[config.mk]
export PLATFORM = sky130hd
export DESIGN_NAME = nearest_neighbor_ratio_test_top_flat
export DESIGN_NICKNAME = d
export VERILOG_FILES = /design/src/hw/rtl/nnr_pkg.sv /design/src/hw/rtl/nnr_cand_if.sv /design/src/hw/rtl/nnr_result_if.sv /design/src/hw/rtl/nearest_neighbor_ratio_test_top.sv /design/src/flat_wrapper.sv
export SDC_FILE = /design/constraint.sdc
export NUM_CORES = 1
export LEC_CHECK = 0
export BUFFER_PORTS_ARGS = -buffer_cell sky130_fd_sc_hd__buf_2
export CAP_MARGIN = 20
export CORE_ASPECT_RATIO = 0.5
export CORE_MARGIN = 3
export CORE_UTILIZATION = 45
export DETAILED_ROUTE_END_ITERATION = 6
export HOLD_SLACK_MARGIN = 0.05
export PLACE_DENSITY = 0.6
export SYNTH_ARGS = -nofsm -noshare
export SYNTH_HDL_FRONTEND = slang
export SYNTH_SLANG_ARGS = --single-unit
[constraint.sdc]
create_clock -name clk -period 6.5 [get_ports clk]
set_clock_uncertainty 0.05 [all_clocks]
set_input_delay 1.3 -clock clk [delete_from_list [all_inputs] [get_ports clk]]
set_output_delay 1.3 -clock clk [all_outputs]
set_load 0.02 [all_outputs]
[src/hw/rtl/nnr_pkg.sv]
// Package of the nearest-neighbor ratio test block: default widths,
// register reset values and configuration register codes. No dependencies.
package nnr_pkg;

    // Default field widths.
    localparam int CAND_BITS_DEF = 12;
    localparam int DIST_BITS_DEF = 12;
    localparam int ROW_BITS_DEF  = 16;

    // Ratio threshold register: Q1.8 with one integer bit.
    localparam int RATIO_BITS = 9;
    localparam int FRAC_BITS  = 8;
    localparam logic [RATIO_BITS-1:0] RATIO_RESET = 9'd205;

    // Configuration register codes.
    typedef enum logic [0:0] {
        REG_RATIO = 1'b0,
        REG_LIMIT = 1'b1
    } cfg_reg_t;

endpackage

[src/hw/rtl/nnr_cand_if.sv]
// Candidate entry channel: valid/ready handshake plus one candidate word.
// Depends on nnr_pkg for the default widths.
interface nnr_cand_if #(
    parameter int CAND_BITS = nnr_pkg::CAND_BITS_DEF,
    parameter int DIST_BITS = nnr_pkg::DIST_BITS_DEF
);
    logic                 valid;
    logic                 ready;
    logic [CAND_BITS-1:0] candidate_index;
    logic [DIST_BITS-1:0] distance;
    logic                 excluded;
    logic                 row_end;

    modport source (output valid, candidate_index, distance, excluded, row_end,
                    input ready);
    modport sink   (input valid, candidate_index, distance, excluded, row_end,
                    output ready);
endinterface

[src/hw/rtl/nnr_result_if.sv]
// Result channel: valid/ready handshake plus one match result word.
// Depends on nnr_pkg for the default widths.
interface nnr_result_if #(
    parameter int ROW_BITS  = nnr_pkg::ROW_BITS_DEF,
    parameter int CAND_BITS = nnr_pkg::CAND_BITS_DEF
);
    logic                 valid;
    logic                 ready;
    logic [ROW_BITS-1:0]  query_number;
    logic [CAND_BITS-1:0] best_index;
    logic                 matched;

    modport source (output valid, query_number, best_index, matched, input ready);
    modport sink   (input valid, query_number, best_index, matched, output ready);
endinterface

[src/hw/rtl/nearest_neighbor_ratio_test_top.sv]
// Nearest-neighbor ratio test: tracks best and second-best distance per query row.
// Depends on nnr_pkg, nnr_cand_if and nnr_result_if.
// Throughput: one candidate word per cycle while the result side keeps up.
// Path: the edge that accepts a row's last word captures its final state in the capture
// stage; the multiply/compare then loads the result register once that register is free.
// Reset: config registers to defaults, row state and query number to zero, stages empty.
module nearest_neighbor_ratio_test_top #(
    parameter int CAND_BITS = nnr_pkg::CAND_BITS_DEF,
    parameter int DIST_BITS = nnr_pkg::DIST_BITS_DEF,
    parameter int ROW_BITS  = nnr_pkg::ROW_BITS_DEF,
    localparam int CFG_BITS = (DIST_BITS > nnr_pkg::RATIO_BITS) ?
                              DIST_BITS : nnr_pkg::RATIO_BITS
) (
    input  logic                clk,
    input  logic                rst_n,
    nnr_cand_if.sink            cand,
    nnr_result_if.source        result,
    input  logic                cfg_write,
    input  logic [0:0]          cfg_index,
    input  logic [CFG_BITS-1:0] cfg_data
);

    localparam int RATIO_BITS = nnr_pkg::RATIO_BITS;
    localparam int PROD_BITS  = DIST_BITS + RATIO_BITS;

    // Configuration registers.
    logic [RATIO_BITS-1:0] ratio_reg;
    logic [DIST_BITS-1:0]  limit_reg;

    // Running row state.
    logic [DIST_BITS-1:0] best_dist_reg;
    logic                 best_valid_reg;
    logic [DIST_BITS-1:0] second_dist_reg;
    logic                 second_valid_reg;
    logic [CAND_BITS-1:0] best_cand_reg;
    logic [ROW_BITS-1:0]  row_count_reg;

    // Captured row, waiting for the ratio test.
    logic                 fin_valid_reg;
    logic [DIST_BITS-1:0] fin_best_dist_reg;
    logic                 fin_best_valid_reg;
    logic [DIST_BITS-1:0] fin_second_dist_reg;
    logic                 fin_second_valid_reg;
    logic [CAND_BITS-1:0] fin_cand_reg;
    logic [ROW_BITS-1:0]  fin_row_reg;

    // Result register.
    logic                 out_valid_reg;
    logic [ROW_BITS-1:0]  out_row_reg;
    logic [CAND_BITS-1:0] out_cand_reg;
    logic                 out_match_reg;

    logic                 out_load_ok;
    logic                 fin_move;
    logic                 fin_free;
    logic                 in_fire;
    logic                 take_best;
    logic                 take_second;
    logic [DIST_BITS-1:0] best_dist_next;
    logic                 best_valid_next;
    logic [DIST_BITS-1:0] second_dist_next;
    logic                 second_valid_next;
    logic [CAND_BITS-1:0] best_cand_next;
    logic                 within_limit;
    logic [PROD_BITS-1:0] ratio_prod;
    logic [PROD_BITS-1:0] best_scaled;
    logic                 ratio_ok;
    logic                 match_next;

    // Configuration writes.
    always_ff @(posedge clk or negedge rst_n)
    begin
        if (!rst_n)
        begin
            ratio_reg <= nnr_pkg::RATIO_RESET;
            limit_reg <= '1;
        end
        else if (cfg_write)
        begin
            unique case (nnr_pkg::cfg_reg_t'(cfg_index))
                nnr_pkg::REG_RATIO: ratio_reg <= cfg_data[RATIO_BITS-1:0];
                nnr_pkg::REG_LIMIT: limit_reg <= cfg_data[DIST_BITS-1:0];
                default: ;
            endcase
        end
    end

    // Handshake: the capture stage frees up when the result register can load.
    assign out_load_ok = !out_valid_reg || result.ready;
    assign fin_move    = fin_valid_reg && out_load_ok;
    assign fin_free    = !fin_valid_reg || out_load_ok;
    assign cand.ready  = fin_free;
    assign in_fire     = cand.valid && fin_free;

    // Best and second-best update; ties never replace.
    always_comb
    begin
        take_best   = !cand.excluded &&
                      (!best_valid_reg || (cand.distance < best_dist_reg));
        take_second = !cand.excluded && !take_best &&
                      (!second_valid_reg || (cand.distance < second_dist_reg));

        best_dist_next    = best_dist_reg;
        best_valid_next   = best_valid_reg;
        best_cand_next    = best_cand_reg;
        second_dist_next  = second_dist_reg;
        second_valid_next = second_valid_reg;
        if (take_best)
        begin
            second_dist_next  = best_dist_reg;
            second_valid_next = best_valid_reg;
            best_dist_next    = cand.distance;
            best_valid_next   = 1'b1;
            best_cand_next    = cand.candidate_index;
        end
        else if (take_second)
        begin
            second_dist_next  = cand.distance;
            second_valid_next = 1'b1;
        end
    end

    // Row state: cleared after the last word of a row.
    always_ff @(posedge clk or negedge rst_n)
    begin
        if (!rst_n)
        begin
            best_valid_reg   <= 1'b0;
            second_valid_reg <= 1'b0;
            row_count_reg    <= '0;
        end
        else if (in_fire)
        begin
            if (cand.row_end)
            begin
                best_valid_reg   <= 1'b0;
                second_valid_reg <= 1'b0;
                row_count_reg    <= row_count_reg + ROW_BITS'(1);
            end
            else
            begin
                best_valid_reg   <= best_valid_next;
                second_valid_reg <= second_valid_next;
            end
        end
    end

    // Distance and index payload; only read while the matching valid bit is set.
    always_ff @(posedge clk)
    begin
        if (in_fire)
        begin
            best_dist_reg   <= best_dist_next;
            second_dist_reg <= second_dist_next;
            best_cand_reg   <= best_cand_next;
        end
    end

    // Capture stage control.
    always_ff @(posedge clk or negedge rst_n)
    begin
        if (!rst_n)
        begin
            fin_valid_reg <= 1'b0;
        end
        else if (in_fire && cand.row_end)
        begin
            fin_valid_reg <= 1'b1;
        end
        else if (fin_move)
        begin
            fin_valid_reg <= 1'b0;
        end
    end

    // Capture stage payload: the row's final state including its last word.
    always_ff @(posedge clk)
    begin
        if (in_fire && cand.row_end)
        begin
            fin_best_dist_reg    <= best_dist_next;
            fin_best_valid_reg   <= best_valid_next;
            fin_second_dist_reg  <= second_dist_next;
            fin_second_valid_reg <= second_valid_next;
            fin_cand_reg         <= best_cand_next;
            fin_row_reg          <= row_count_reg;
        end
    end

    // Distance limit and exact ratio test: best * 256 < ratio * second.
    always_comb
    begin
        within_limit = fin_best_valid_reg && (fin_best_dist_reg <= limit_reg);
        ratio_prod   = PROD_BITS'(ratio_reg) * PROD_BITS'(fin_second_dist_reg);
        best_scaled  = PROD_BITS'(fin_best_dist_reg) << nnr_pkg::FRAC_BITS;
        ratio_ok     = !fin_second_valid_reg || (best_scaled < ratio_prod);
        match_next   = within_limit && ratio_ok;
    end

    // Result register control.
    always_ff @(posedge clk or negedge rst_n)
    begin
        if (!rst_n)
        begin
            out_valid_reg <= 1'b0;
        end
        else if (fin_move)
        begin
            out_valid_reg <= 1'b1;
        end
        else if (result.ready)
        begin
            out_valid_reg <= 1'b0;
        end
    end

    // Result register payload.
    always_ff @(posedge clk)
    begin
        if (fin_move)
        begin
            out_row_reg   <= fin_row_reg;
            out_cand_reg  <= fin_best_valid_reg ? fin_cand_reg : '0;
            out_match_reg <= match_next;
        end
    end

    assign result.valid        = out_valid_reg;
    assign result.query_number = out_row_reg;
    assign result.best_index   = out_cand_reg;
    assign result.matched      = out_match_reg;

endmodule

[src/flat_wrapper.sv]
// flat-port wrapper written by rule: the top's interface ports become plain ports
module nearest_neighbor_ratio_test_top_flat 
#(
    parameter int CAND_BITS = nnr_pkg::CAND_BITS_DEF,
    parameter int DIST_BITS = nnr_pkg::DIST_BITS_DEF,
    parameter int ROW_BITS  = nnr_pkg::ROW_BITS_DEF,
    localparam int CFG_BITS = (DIST_BITS > nnr_pkg::RATIO_BITS) ?
                              DIST_BITS : nnr_pkg::RATIO_BITS
)
  (clk, rst_n, cfg_write, cfg_index, cfg_data, cand_valid, cand_candidate_index, cand_distance, cand_excluded, cand_row_end, cand_ready, result_valid, result_query_number, result_best_index, result_matched, result_ready);
  nnr_cand_if #(.CAND_BITS(CAND_BITS), .DIST_BITS(DIST_BITS)) cand_i ();
  nnr_result_if #(.ROW_BITS(ROW_BITS), .CAND_BITS(CAND_BITS)) result_i ();
  input  logic clk;
  input  logic rst_n;
  input  logic cfg_write;
  input  logic [0:0] cfg_index;
  input  logic [CFG_BITS-1:0] cfg_data;
  input wire logic [$bits(cand_i.valid)-1:0] cand_valid;
  input wire logic [$bits(cand_i.candidate_index)-1:0] cand_candidate_index;
  input wire logic [$bits(cand_i.distance)-1:0] cand_distance;
  input wire logic [$bits(cand_i.excluded)-1:0] cand_excluded;
  input wire logic [$bits(cand_i.row_end)-1:0] cand_row_end;
  output wire logic [$bits(cand_i.ready)-1:0] cand_ready;
  output wire logic [$bits(result_i.valid)-1:0] result_valid;
  output wire logic [$bits(result_i.query_number)-1:0] result_query_number;
  output wire logic [$bits(result_i.best_index)-1:0] result_best_index;
  output wire logic [$bits(result_i.matched)-1:0] result_matched;
  input wire logic [$bits(result_i.ready)-1:0] result_ready;
  assign cand_i.valid = cand_valid;
  assign cand_i.candidate_index = cand_candidate_index;
  assign cand_i.distance = cand_distance;
  assign cand_i.excluded = cand_excluded;
  assign cand_i.row_end = cand_row_end;
  assign cand_ready = cand_i.ready;
  assign result_valid = result_i.valid;
  assign result_query_number = result_i.query_number;
  assign result_best_index = result_i.best_index;
  assign result_matched = result_i.matched;
  assign result_i.ready = result_ready;
  nearest_neighbor_ratio_test_top #(.CAND_BITS(CAND_BITS), .DIST_BITS(DIST_BITS), .ROW_BITS(ROW_BITS)) u_core (.clk(clk), .rst_n(rst_n), .cand(cand_i), .result(result_i), .cfg_write(cfg_write), .cfg_index(cfg_index), .cfg_data(cfg_data));
endmodule
==> metrics.md, run 1 <==
| Metric | Value |
|---|---|
| Placer Congestion | `between 0.8 and 0.9` |
| Initial antenna violation count | `3` |
| RSZ-0062 raised after global routing | `false` |
| Dpl hpwl | `roughly 18000 um` |
| Clk pin slew, worst setup/hold paths | `~0.070 ns` |
| Syn Nets | `1159` |
| Register area share after synthesis | `approximately 44%` |
| CP cell instances | `nand2_1, fa_1, inv_1, fa_1, inv_1, fa_1, fa_1, inv_1, ha_1, o21ai_0, nor2_1, a41o_1, a21o_1, a21oi_1, xnor2_1, ha_1, a21o_1, a211oi_1, o21ai_0, o21ai_0, o21ai_0, a41oi_2` |
| Worst-Margin Slew | `~1.1 ns` |
| Hold wc startpoint | `u_core.fin_row_reg[15]` |
| Critical Path AT | `approximately 6.4 ns` |
| Min cycle time layout | `6.180 ns` |
| TritonCTS Buffers | `17` |
| Worst Setup Start Kind | `register` |
| Worst hold path depth | `0` |
| Layout area overhead | `11.87%` |
| FFs w/ async S/R, synth | `between 20% and 30%` |
| GRT Resource Usage Total | `19.46%` |
| Post-Syn Area | `roughly 0.011 mm2` |
| Core ar. | `~0.022 mm2` |
| Nets | `between 1000 and 1500` |
| Primary FF master, synth | `edfxtp_1` |
| Die X-Extent | `222.7 um` |
| Worst vdd ir | `between 0.3 and 0.4 mV` |
| TritonCTS clock tree | `built` |
| Cell Area, Placed | `between 0.01 and 0.015 mm2` |
| Yosys cell types | `55` |
| Xor/xnor share of the synthesized area | `roughly 2.3%` |
| Run status | `complete, no violations` |
| Fin Setup TNS | `0 ns` |
| Reg2reg setup slack | `around 0.32 ns` |
| CP startpoint | `u_core.ratio_reg[1]` |
| R2r endpoint | `u_core.result.matched` |
| Setup bufs post-CTS | `0` |
| Final design utilization | `between 50% and 60%` |
| Largest net degree at the start of global routing | `53` |
| Hold EP | `u_core.result.query_number[15]` |
| Worst R2R Path Depth | `22` |
| Clk_lat worst skew | `about 0.43 ns` |
| First-pass GRT wire length | `38630 um` |
| Starting density of the core | `approximately 47%` |
| Routed WL per cell | `roughly 18 um` |
| Hold Path Class | `reg2reg` |
| Chip Height | `~110 um` |
| Hold Vio Cnt, Final | `0` |
| Residual DRC | `0` |
| Power density over the cells | `slightly above 500 mW/mm2` |
| Critical Path Max Stage Delay | `around 0.73 ns` |
| Main combinational cell family by area after synthesis | `adder cells` |
| Row count | `38` |
| Crit. End Element | `register` |
| Via count | `~7000` |
| Final setup viols | `0` |
| Fmax | `161.8 MHz` |
| Mapped Cells | `956` |
| Slew Limit Fails | `0` |
| Fillers | `1979` |
| Critical path's slowest cell | `dfrtp_1` |
| Clk root buf | `clkbuf_16` |
| Design area | `between 0.01 and 0.015 mm2` |
| Fin crit share | `a little over nine tenths` |
| CTS sink cnt | `160` |
| I/O Pins | `between 70 and 80` |
| Simple-gate share of the synthesized area | `between 10% and 20%` |
| Mux cell area share after synthesis | `under 10%` |
| Vias per cell | `5.243` |
| Post-synth EDFFs | `about 120` |
| Synth Warn # | `0` |
| Slew headroom | `roughly 29%` |
| Data required, critical path | `roughly 6.7 ns` |
| Die footprint | `approximately 0.025 mm2` |
| RR Startpoint | `u_core.ratio_reg[1]` |
| First-pass DRT Iterations | `5` |
| Vias in the first global route | `~7200` |
| CP max FO | `13` |
| Max Root-Sink Buffers | `2` |
| Seq cells post-synth | `between 150 and 200` |
| Syn_area_per_cell | `about 11 um2` |
| Post-synthesis adder-cell area fraction | `between 20% and 30%` |
| CTS Hold Buffers Added | `0` |
| WL final | `about 24000 um` |
| Max-Cap Viols | `0` |
| Final Power | `around 0.0060 W` |
| Clock H-tree levels | `4` |
| Layout cells sized above 1 | `between 10% and 20%` |
| WS Path Type | `reg2reg` |
| Number of buffers added on ports | `74` |
| GR Overflow Total | `0` |
| Compound-cell area share of the yosys netlist | `8.123%` |
| Post-cts resize count | `0` |
| Initial DRC count | `509` |
| Remaining antenna violation count after routing | `0` |
| Pleak | `roughly 5.4 nW` |
## metal layers
layer,up-vias,GRT usage (%),routed length (um)
met2,141,30.09,10710
met4,2,4.188,159
met1,3511,28.94,11660
met3,14,3.484,1060
li1,3363,-,-
met5,-,0,7
## worst max-delay path: cells and delay by family (launching register included)
family          cells  cell delay (ns)
compound gates     10             1.92
xor+xnor            1             0.15
fa+ha+maj           6             2.70
buf+inv             3             0.16
flops               1             0.73
simple gates        2             0.29
## metrics by stage
| step | cells | hold slack [ns] | setup WS (ns) |
|---|---|---|---|
| 2_1_floorplan | 956 | 0.3503 | 0.9643 |
| 3_3_place_gp | 1307 | 0.3527 | 0.5260 |
| 3_5_place_dp | 1307 | 0.3552 | 0.4301 |
| 4_1_cts | 1339 | 0.3709 | 0.3810 |
| 5_1_grt | 1340 | 0.3784 | 0.01509 |
| 6_report | 1341 | 0.3693 | 0.3199 |
## report_power, final
part,leakage (nW),switching [W],internal [W]
logic,3.46,0.00208,0.00156
registers,1.62,0.000112,0.00125
clock network,0.282,0.000424,0.000581
total,5.36,0.00262,0.00340
## cells in the mapped netlist (3+ instances only)
library cell / n / share of area, %
buf_2: 7 / 0.33
edfxtp_1: 119 / 34
a211oi_1: 4 / 0.28
and4_1: 3 / 0.25
fa_1: 71 / 13
o211ai_1: 3 / 0.21
inv_1: 136 / 4.8
mux2_2: 21 / 2.2
dfstp_2: 17 / 4.2
nand2_1: 115 / 4.1
a21o_1: 15 / 1.1
o21ai_0: 16 / 0.76
o21bai_1: 5 / 0.36
a211o_1: 4 / 0.33
o21a_1: 4 / 0.28
nand3_1: 20 / 0.95
o21ai_1: 27 / 1.3
dfrtp_1: 24 / 5.7
nor2b_1: 5 / 0.30
nand2b_1: 5 / 0.30
nand4_1: 10 / 0.59
and3_1: 7 / 0.41
xor2_1: 9 / 0.75
ha_1: 88 / 10
a21oi_1: 26 / 1.2
a31oi_1: 14 / 0.83
and2_1: 80 / 4.7
clkbuf_1: 20 / 0.71
xnor2_1: 19 / 1.6
nor3_1: 6 / 0.28
nor2_1: 27 / 0.96
## worst max path at each step
stage,end,cells past startpoint,slack (ns)
finish,u_core.result.matched,22,0.32
global route,u_core.result.matched,21,0.02
CTS,u_core.result.matched,22,0.38
detailed placement,u_core.result.matched,20,0.43
global placement,u_core.result.matched,20,0.53
floorplan,u_core.result.matched,23,0.96
## layout by cell type, fill, tap and decap left out, types with 24 or more instances in the layout
master / count
nand2_1: 115
nor2_1: 27
o21ai_1: 26
ha_1: 88
inv_1: 136
fa_1: 71
and2_1: 80
buf_2: 74
edfxtp_1: 119
dfrtp_1: 24
a21oi_1: 26
## area by class of cell
cell class,instances,area (um2),share of cell area (%)
Clock inverter,11,127.6,1.080
Timing Repair Buffer,79,407.9,3.451
Clock buffer,21,450.4,3.811
Inverter,136,510.5,4.319
Sequential cell,160,4621,39.09
Tap cell,300,375.4,3.176
Antenna cell,2,5.005,0.04234
Multi-Input combinational cell,632,5323,45.03
## logic make-up after synthesis
| family | count (synthesis) |
|---|---|
| multiplexers | 22 |
| AO/OA/AOI/OAI | 134 |
| buffers and inverters | 164 |
| XOR/XNOR | 28 |
| flip-flops | 160 |
| AND/OR/NAND/NOR | 289 |
| adder cells (fa/ha/maj) | 159 |
Power figures use the tool's default switching activity.
==> inputs of run 2 (changes only) <==
CORE_MARGIN = 5   (was 3)
RECOVER_POWER = 25   (was default)
TNS_END_PERCENT = 10   (was default)
==> metrics.md, run 2 (same netlist as run 1, synthesis figures left out) <==
| Metric | Value |
|---|---|
| Sequential power share | `22.6% (was 22.7%)` |
| Clock H-tree levels | `4 (unchanged)` |
| Fin crit share | `92.38% (was 95.08%)` |
| Clk_lat worst skew | `0.42 ns (was 0.43 ns)` |
| Final setup viols | `0 (unchanged)` |
| Finished Layout Cells | `1346 (was 1341)` |
| Vias in the first global route | `7430 (was 7242)` |
| Fmax | `166.5 MHz (was 161.8 MHz)` |
| Reg2reg setup slack | `0.50 ns (was 0.32 ns)` |
| Hold Path Class | `reg2reg (unchanged)` |
| Clk pwr share | `17.4% (was 16.7%)` |
| Switching power | `0.002614 W (was 0.002619 W)` |
| Layout cells sized above 1 | `15.01% (was 14.82%)` |
| Clk root buf | `clkbuf_16 (unchanged)` |
| Starting density of the core | `46.07% (was 47.28%)` |
| Int Pwr | `0.003435 W (was 0.003399 W)` |
| CTS Hold Buffers Added | `0 (unchanged)` |
| Layout area overhead | `12.41% (was 11.87%)` |
| CTS sink cnt | `160 (unchanged)` |
| Core ar. | `0.02293 mm2 (was 0.02235 mm2)` |
| Max-Cap Viols | `1 (was 0)` |
| Initial antenna violation count | `0 (was 3)` |
| Initial DRC count | `460 (was 509)` |
| Largest net degree at the start of global routing | `51 (was 53)` |
| Hold Vio Cnt, Final | `0 (unchanged)` |
| Failing checks | `capacitance limit, slew limit` |
| Vias per cell | `5.237 (was 5.243)` |
| Chip Height | `118.4 um (was 114.4 um)` |
| Fin Setup TNS | `0 ns (unchanged)` |
| Critical Path AT | `6.21 ns (was 6.40 ns)` |
| WL final | `23130 um (was 23600 um)` |
| Most frequent cells in the layout | `inv_1 (136), edfxtp_1 (119), nand2_1 (115), ha_1 (88), and2_1 (73) (was inv_1 (136), edfxtp_1 (119), nand2_1 (115), ha_1 (88), and2_1 (80))` |
| Worst Setup Start Kind | `register (unchanged)` |
| Worst hold path depth | `0 (unchanged)` |
| Pleak | `5.382 nW (was 5.365 nW)` |
| Slew Limit Fails | `42 (was 0)` |
| Die X-Extent | `226.7 um (was 222.7 um)` |
| Run status | `finished, violations left (was complete, no violations)` |
| Remaining antenna violation count after routing | `0 (unchanged)` |
| Worst path top cell family by delay | `adder cells (unchanged)` |
| Final Power | `0.006049 W (was 0.006018 W)` |
| Commonest non-fill, non-tap cell in the layout | `inv_1 (unchanged)` |
| Worst R2R Path Depth | `22 (unchanged)` |
| Buf+Inv Stages, Crit Path | `3 (unchanged)` |
| Data required, critical path | `6.71 ns (was 6.72 ns)` |
| Via count | `7049 (was 7031)` |
| Dpl hpwl | `17400 um (was 17720 um)` |
| Die footprint | `0.02683 mm2 (was 0.02547 mm2)` |
| GRT Resource Usage Total | `18.00% (was 19.46%)` |
| Sw Ratio | `43.21% (was 43.52%)` |
| Levels on crit path | `22 (unchanged)` |
| Placer Congestion | `0.8599 (was 0.8669)` |
| GR Overflow Total | `0 (unchanged)` |
| Dpl cells | `1314 (was 1307)` |
| First-pass DRT Iterations | `5 (unchanged)` |
| Nets | `1229 (unchanged)` |
| Routed WL per cell | `17.18 um (was 17.60 um)` |
| Worst vdd ir | `0.3626 mV (was 0.3409 mV)` |
| Residual DRC | `0 (unchanged)` |
| WS Path Type | `reg2reg (unchanged)` |
| Crit. End Element | `register (unchanged)` |
| TritonCTS clock tree | `built (unchanged)` |
| I/O Pins | `75 (unchanged)` |
| Slew headroom | `-47.94% (was 29.01%)` |
| Number of buffers added on ports | `74 (unchanged)` |
| Hold_ws | `0.3695 ns (was 0.3693 ns)` |
| Clk pin slew, worst setup/hold paths | `0.07 ns (about the same)` |
| CP max FO | `13 (unchanged)` |
| Critical path's slowest cell | `dfstp_2 (was dfrtp_1)` |
| Post-cts resize count | `0 (unchanged)` |
| First-pass GRT wire length | `38700 um (was 38630 um)` |
| Worst-Margin Slew | `2.219 ns (was 1.063 ns)` |
| RSZ-0062 raised after global routing | `false (unchanged)` |
| # diodes | `0 (was 2)` |
| Row count | `39 (was 38)` |
| Critical Path Max Stage Delay | `0.72 ns (was 0.73 ns)` |
| CP cell instances | `nand2_1, fa_1, inv_1, fa_1, inv_1, fa_1, fa_1, inv_1, ha_1, o21ai_0, nor2_1, a41o_1, a21o_1, a21oi_1, xnor2_1, ha_1, a21o_1, a211oi_1, o21ai_0, o21ai_0, o21ai_0, a41oi_2 (unchanged)` |
| Fillers | `2047 (was 1979)` |
| Max Root-Sink Buffers | `2 (unchanged)` |
| Setup bufs post-CTS | `0 (unchanged)` |
| Min cycle time layout | `6.005 ns (was 6.180 ns)` |
| Comb pwr share | `60.0% (was 60.6%)` |
| Final design utilization | `51.79% (was 52.89%)` |
| Power density over the cells | `509.3 mW/mm2 (was 509.2 mW/mm2)` |
| TritonCTS Buffers | `17 (unchanged)` |
## run 2: through the flow
stage	worst slack, ns	cell area [um2]
after CTS	0.5251	11880
final	0.4954	11880
after global placement	0.6037	11250
after floorplan	0.9643	10570
after detailed placement	0.5731	11250
after global routing	0.1566	11880
## run 2: worst paths after layout
check,start,to
max in group asynchronous,rst_n,u_core.best_valid_reg
min,u_core.fin_row_reg[6],u_core.result.query_number[6]
max,u_core.ratio_reg[2],u_core.result.matched
max reg2reg,u_core.ratio_reg[2],u_core.result.matched
min in group asynchronous,rst_n,u_core.ratio_reg[8]
min reg2reg,u_core.fin_row_reg[6],u_core.result.query_number[6]
## run 2: final cells by class
cell class | instances | area (um2) | area share, %
Clock inverter | 14 | 195.2 | 1.643
Sequential cell | 160 | 4621 | 38.90
Tap cell | 307 | 384.1 | 3.234
Multi-Input combinational cell | 632 | 5323 | 44.81
Timing Repair Buffer | 79 | 405.4 | 3.413
Clock buffer | 18 | 439.2 | 3.697
Inverter | 136 | 510.5 | 4.298
## run 2: power groups by stage
stage | Clock [W] | Combinational [W] | Sequential [W]
finish | 0.00105 | 0.00363 | 0.00137
global route | 0.00112 | 0.00416 | 0.00138
CTS | 0.00107 | 0.00365 | 0.00137
detailed placement | 0 | 0.00360 | 0.00139
global placement | 0 | 0.00354 | 0.00138
floorplan | 0 | 0.00277 | 0.00134
## run 2: layer usage
metal	vias up	track usage [%]	wire (um)
met4	0	4.093	187
met1	3519	26.47	11410
met5	-	0	0
met3	18	3.443	867
li1	3373	-	-
met2	139	27.89	10670
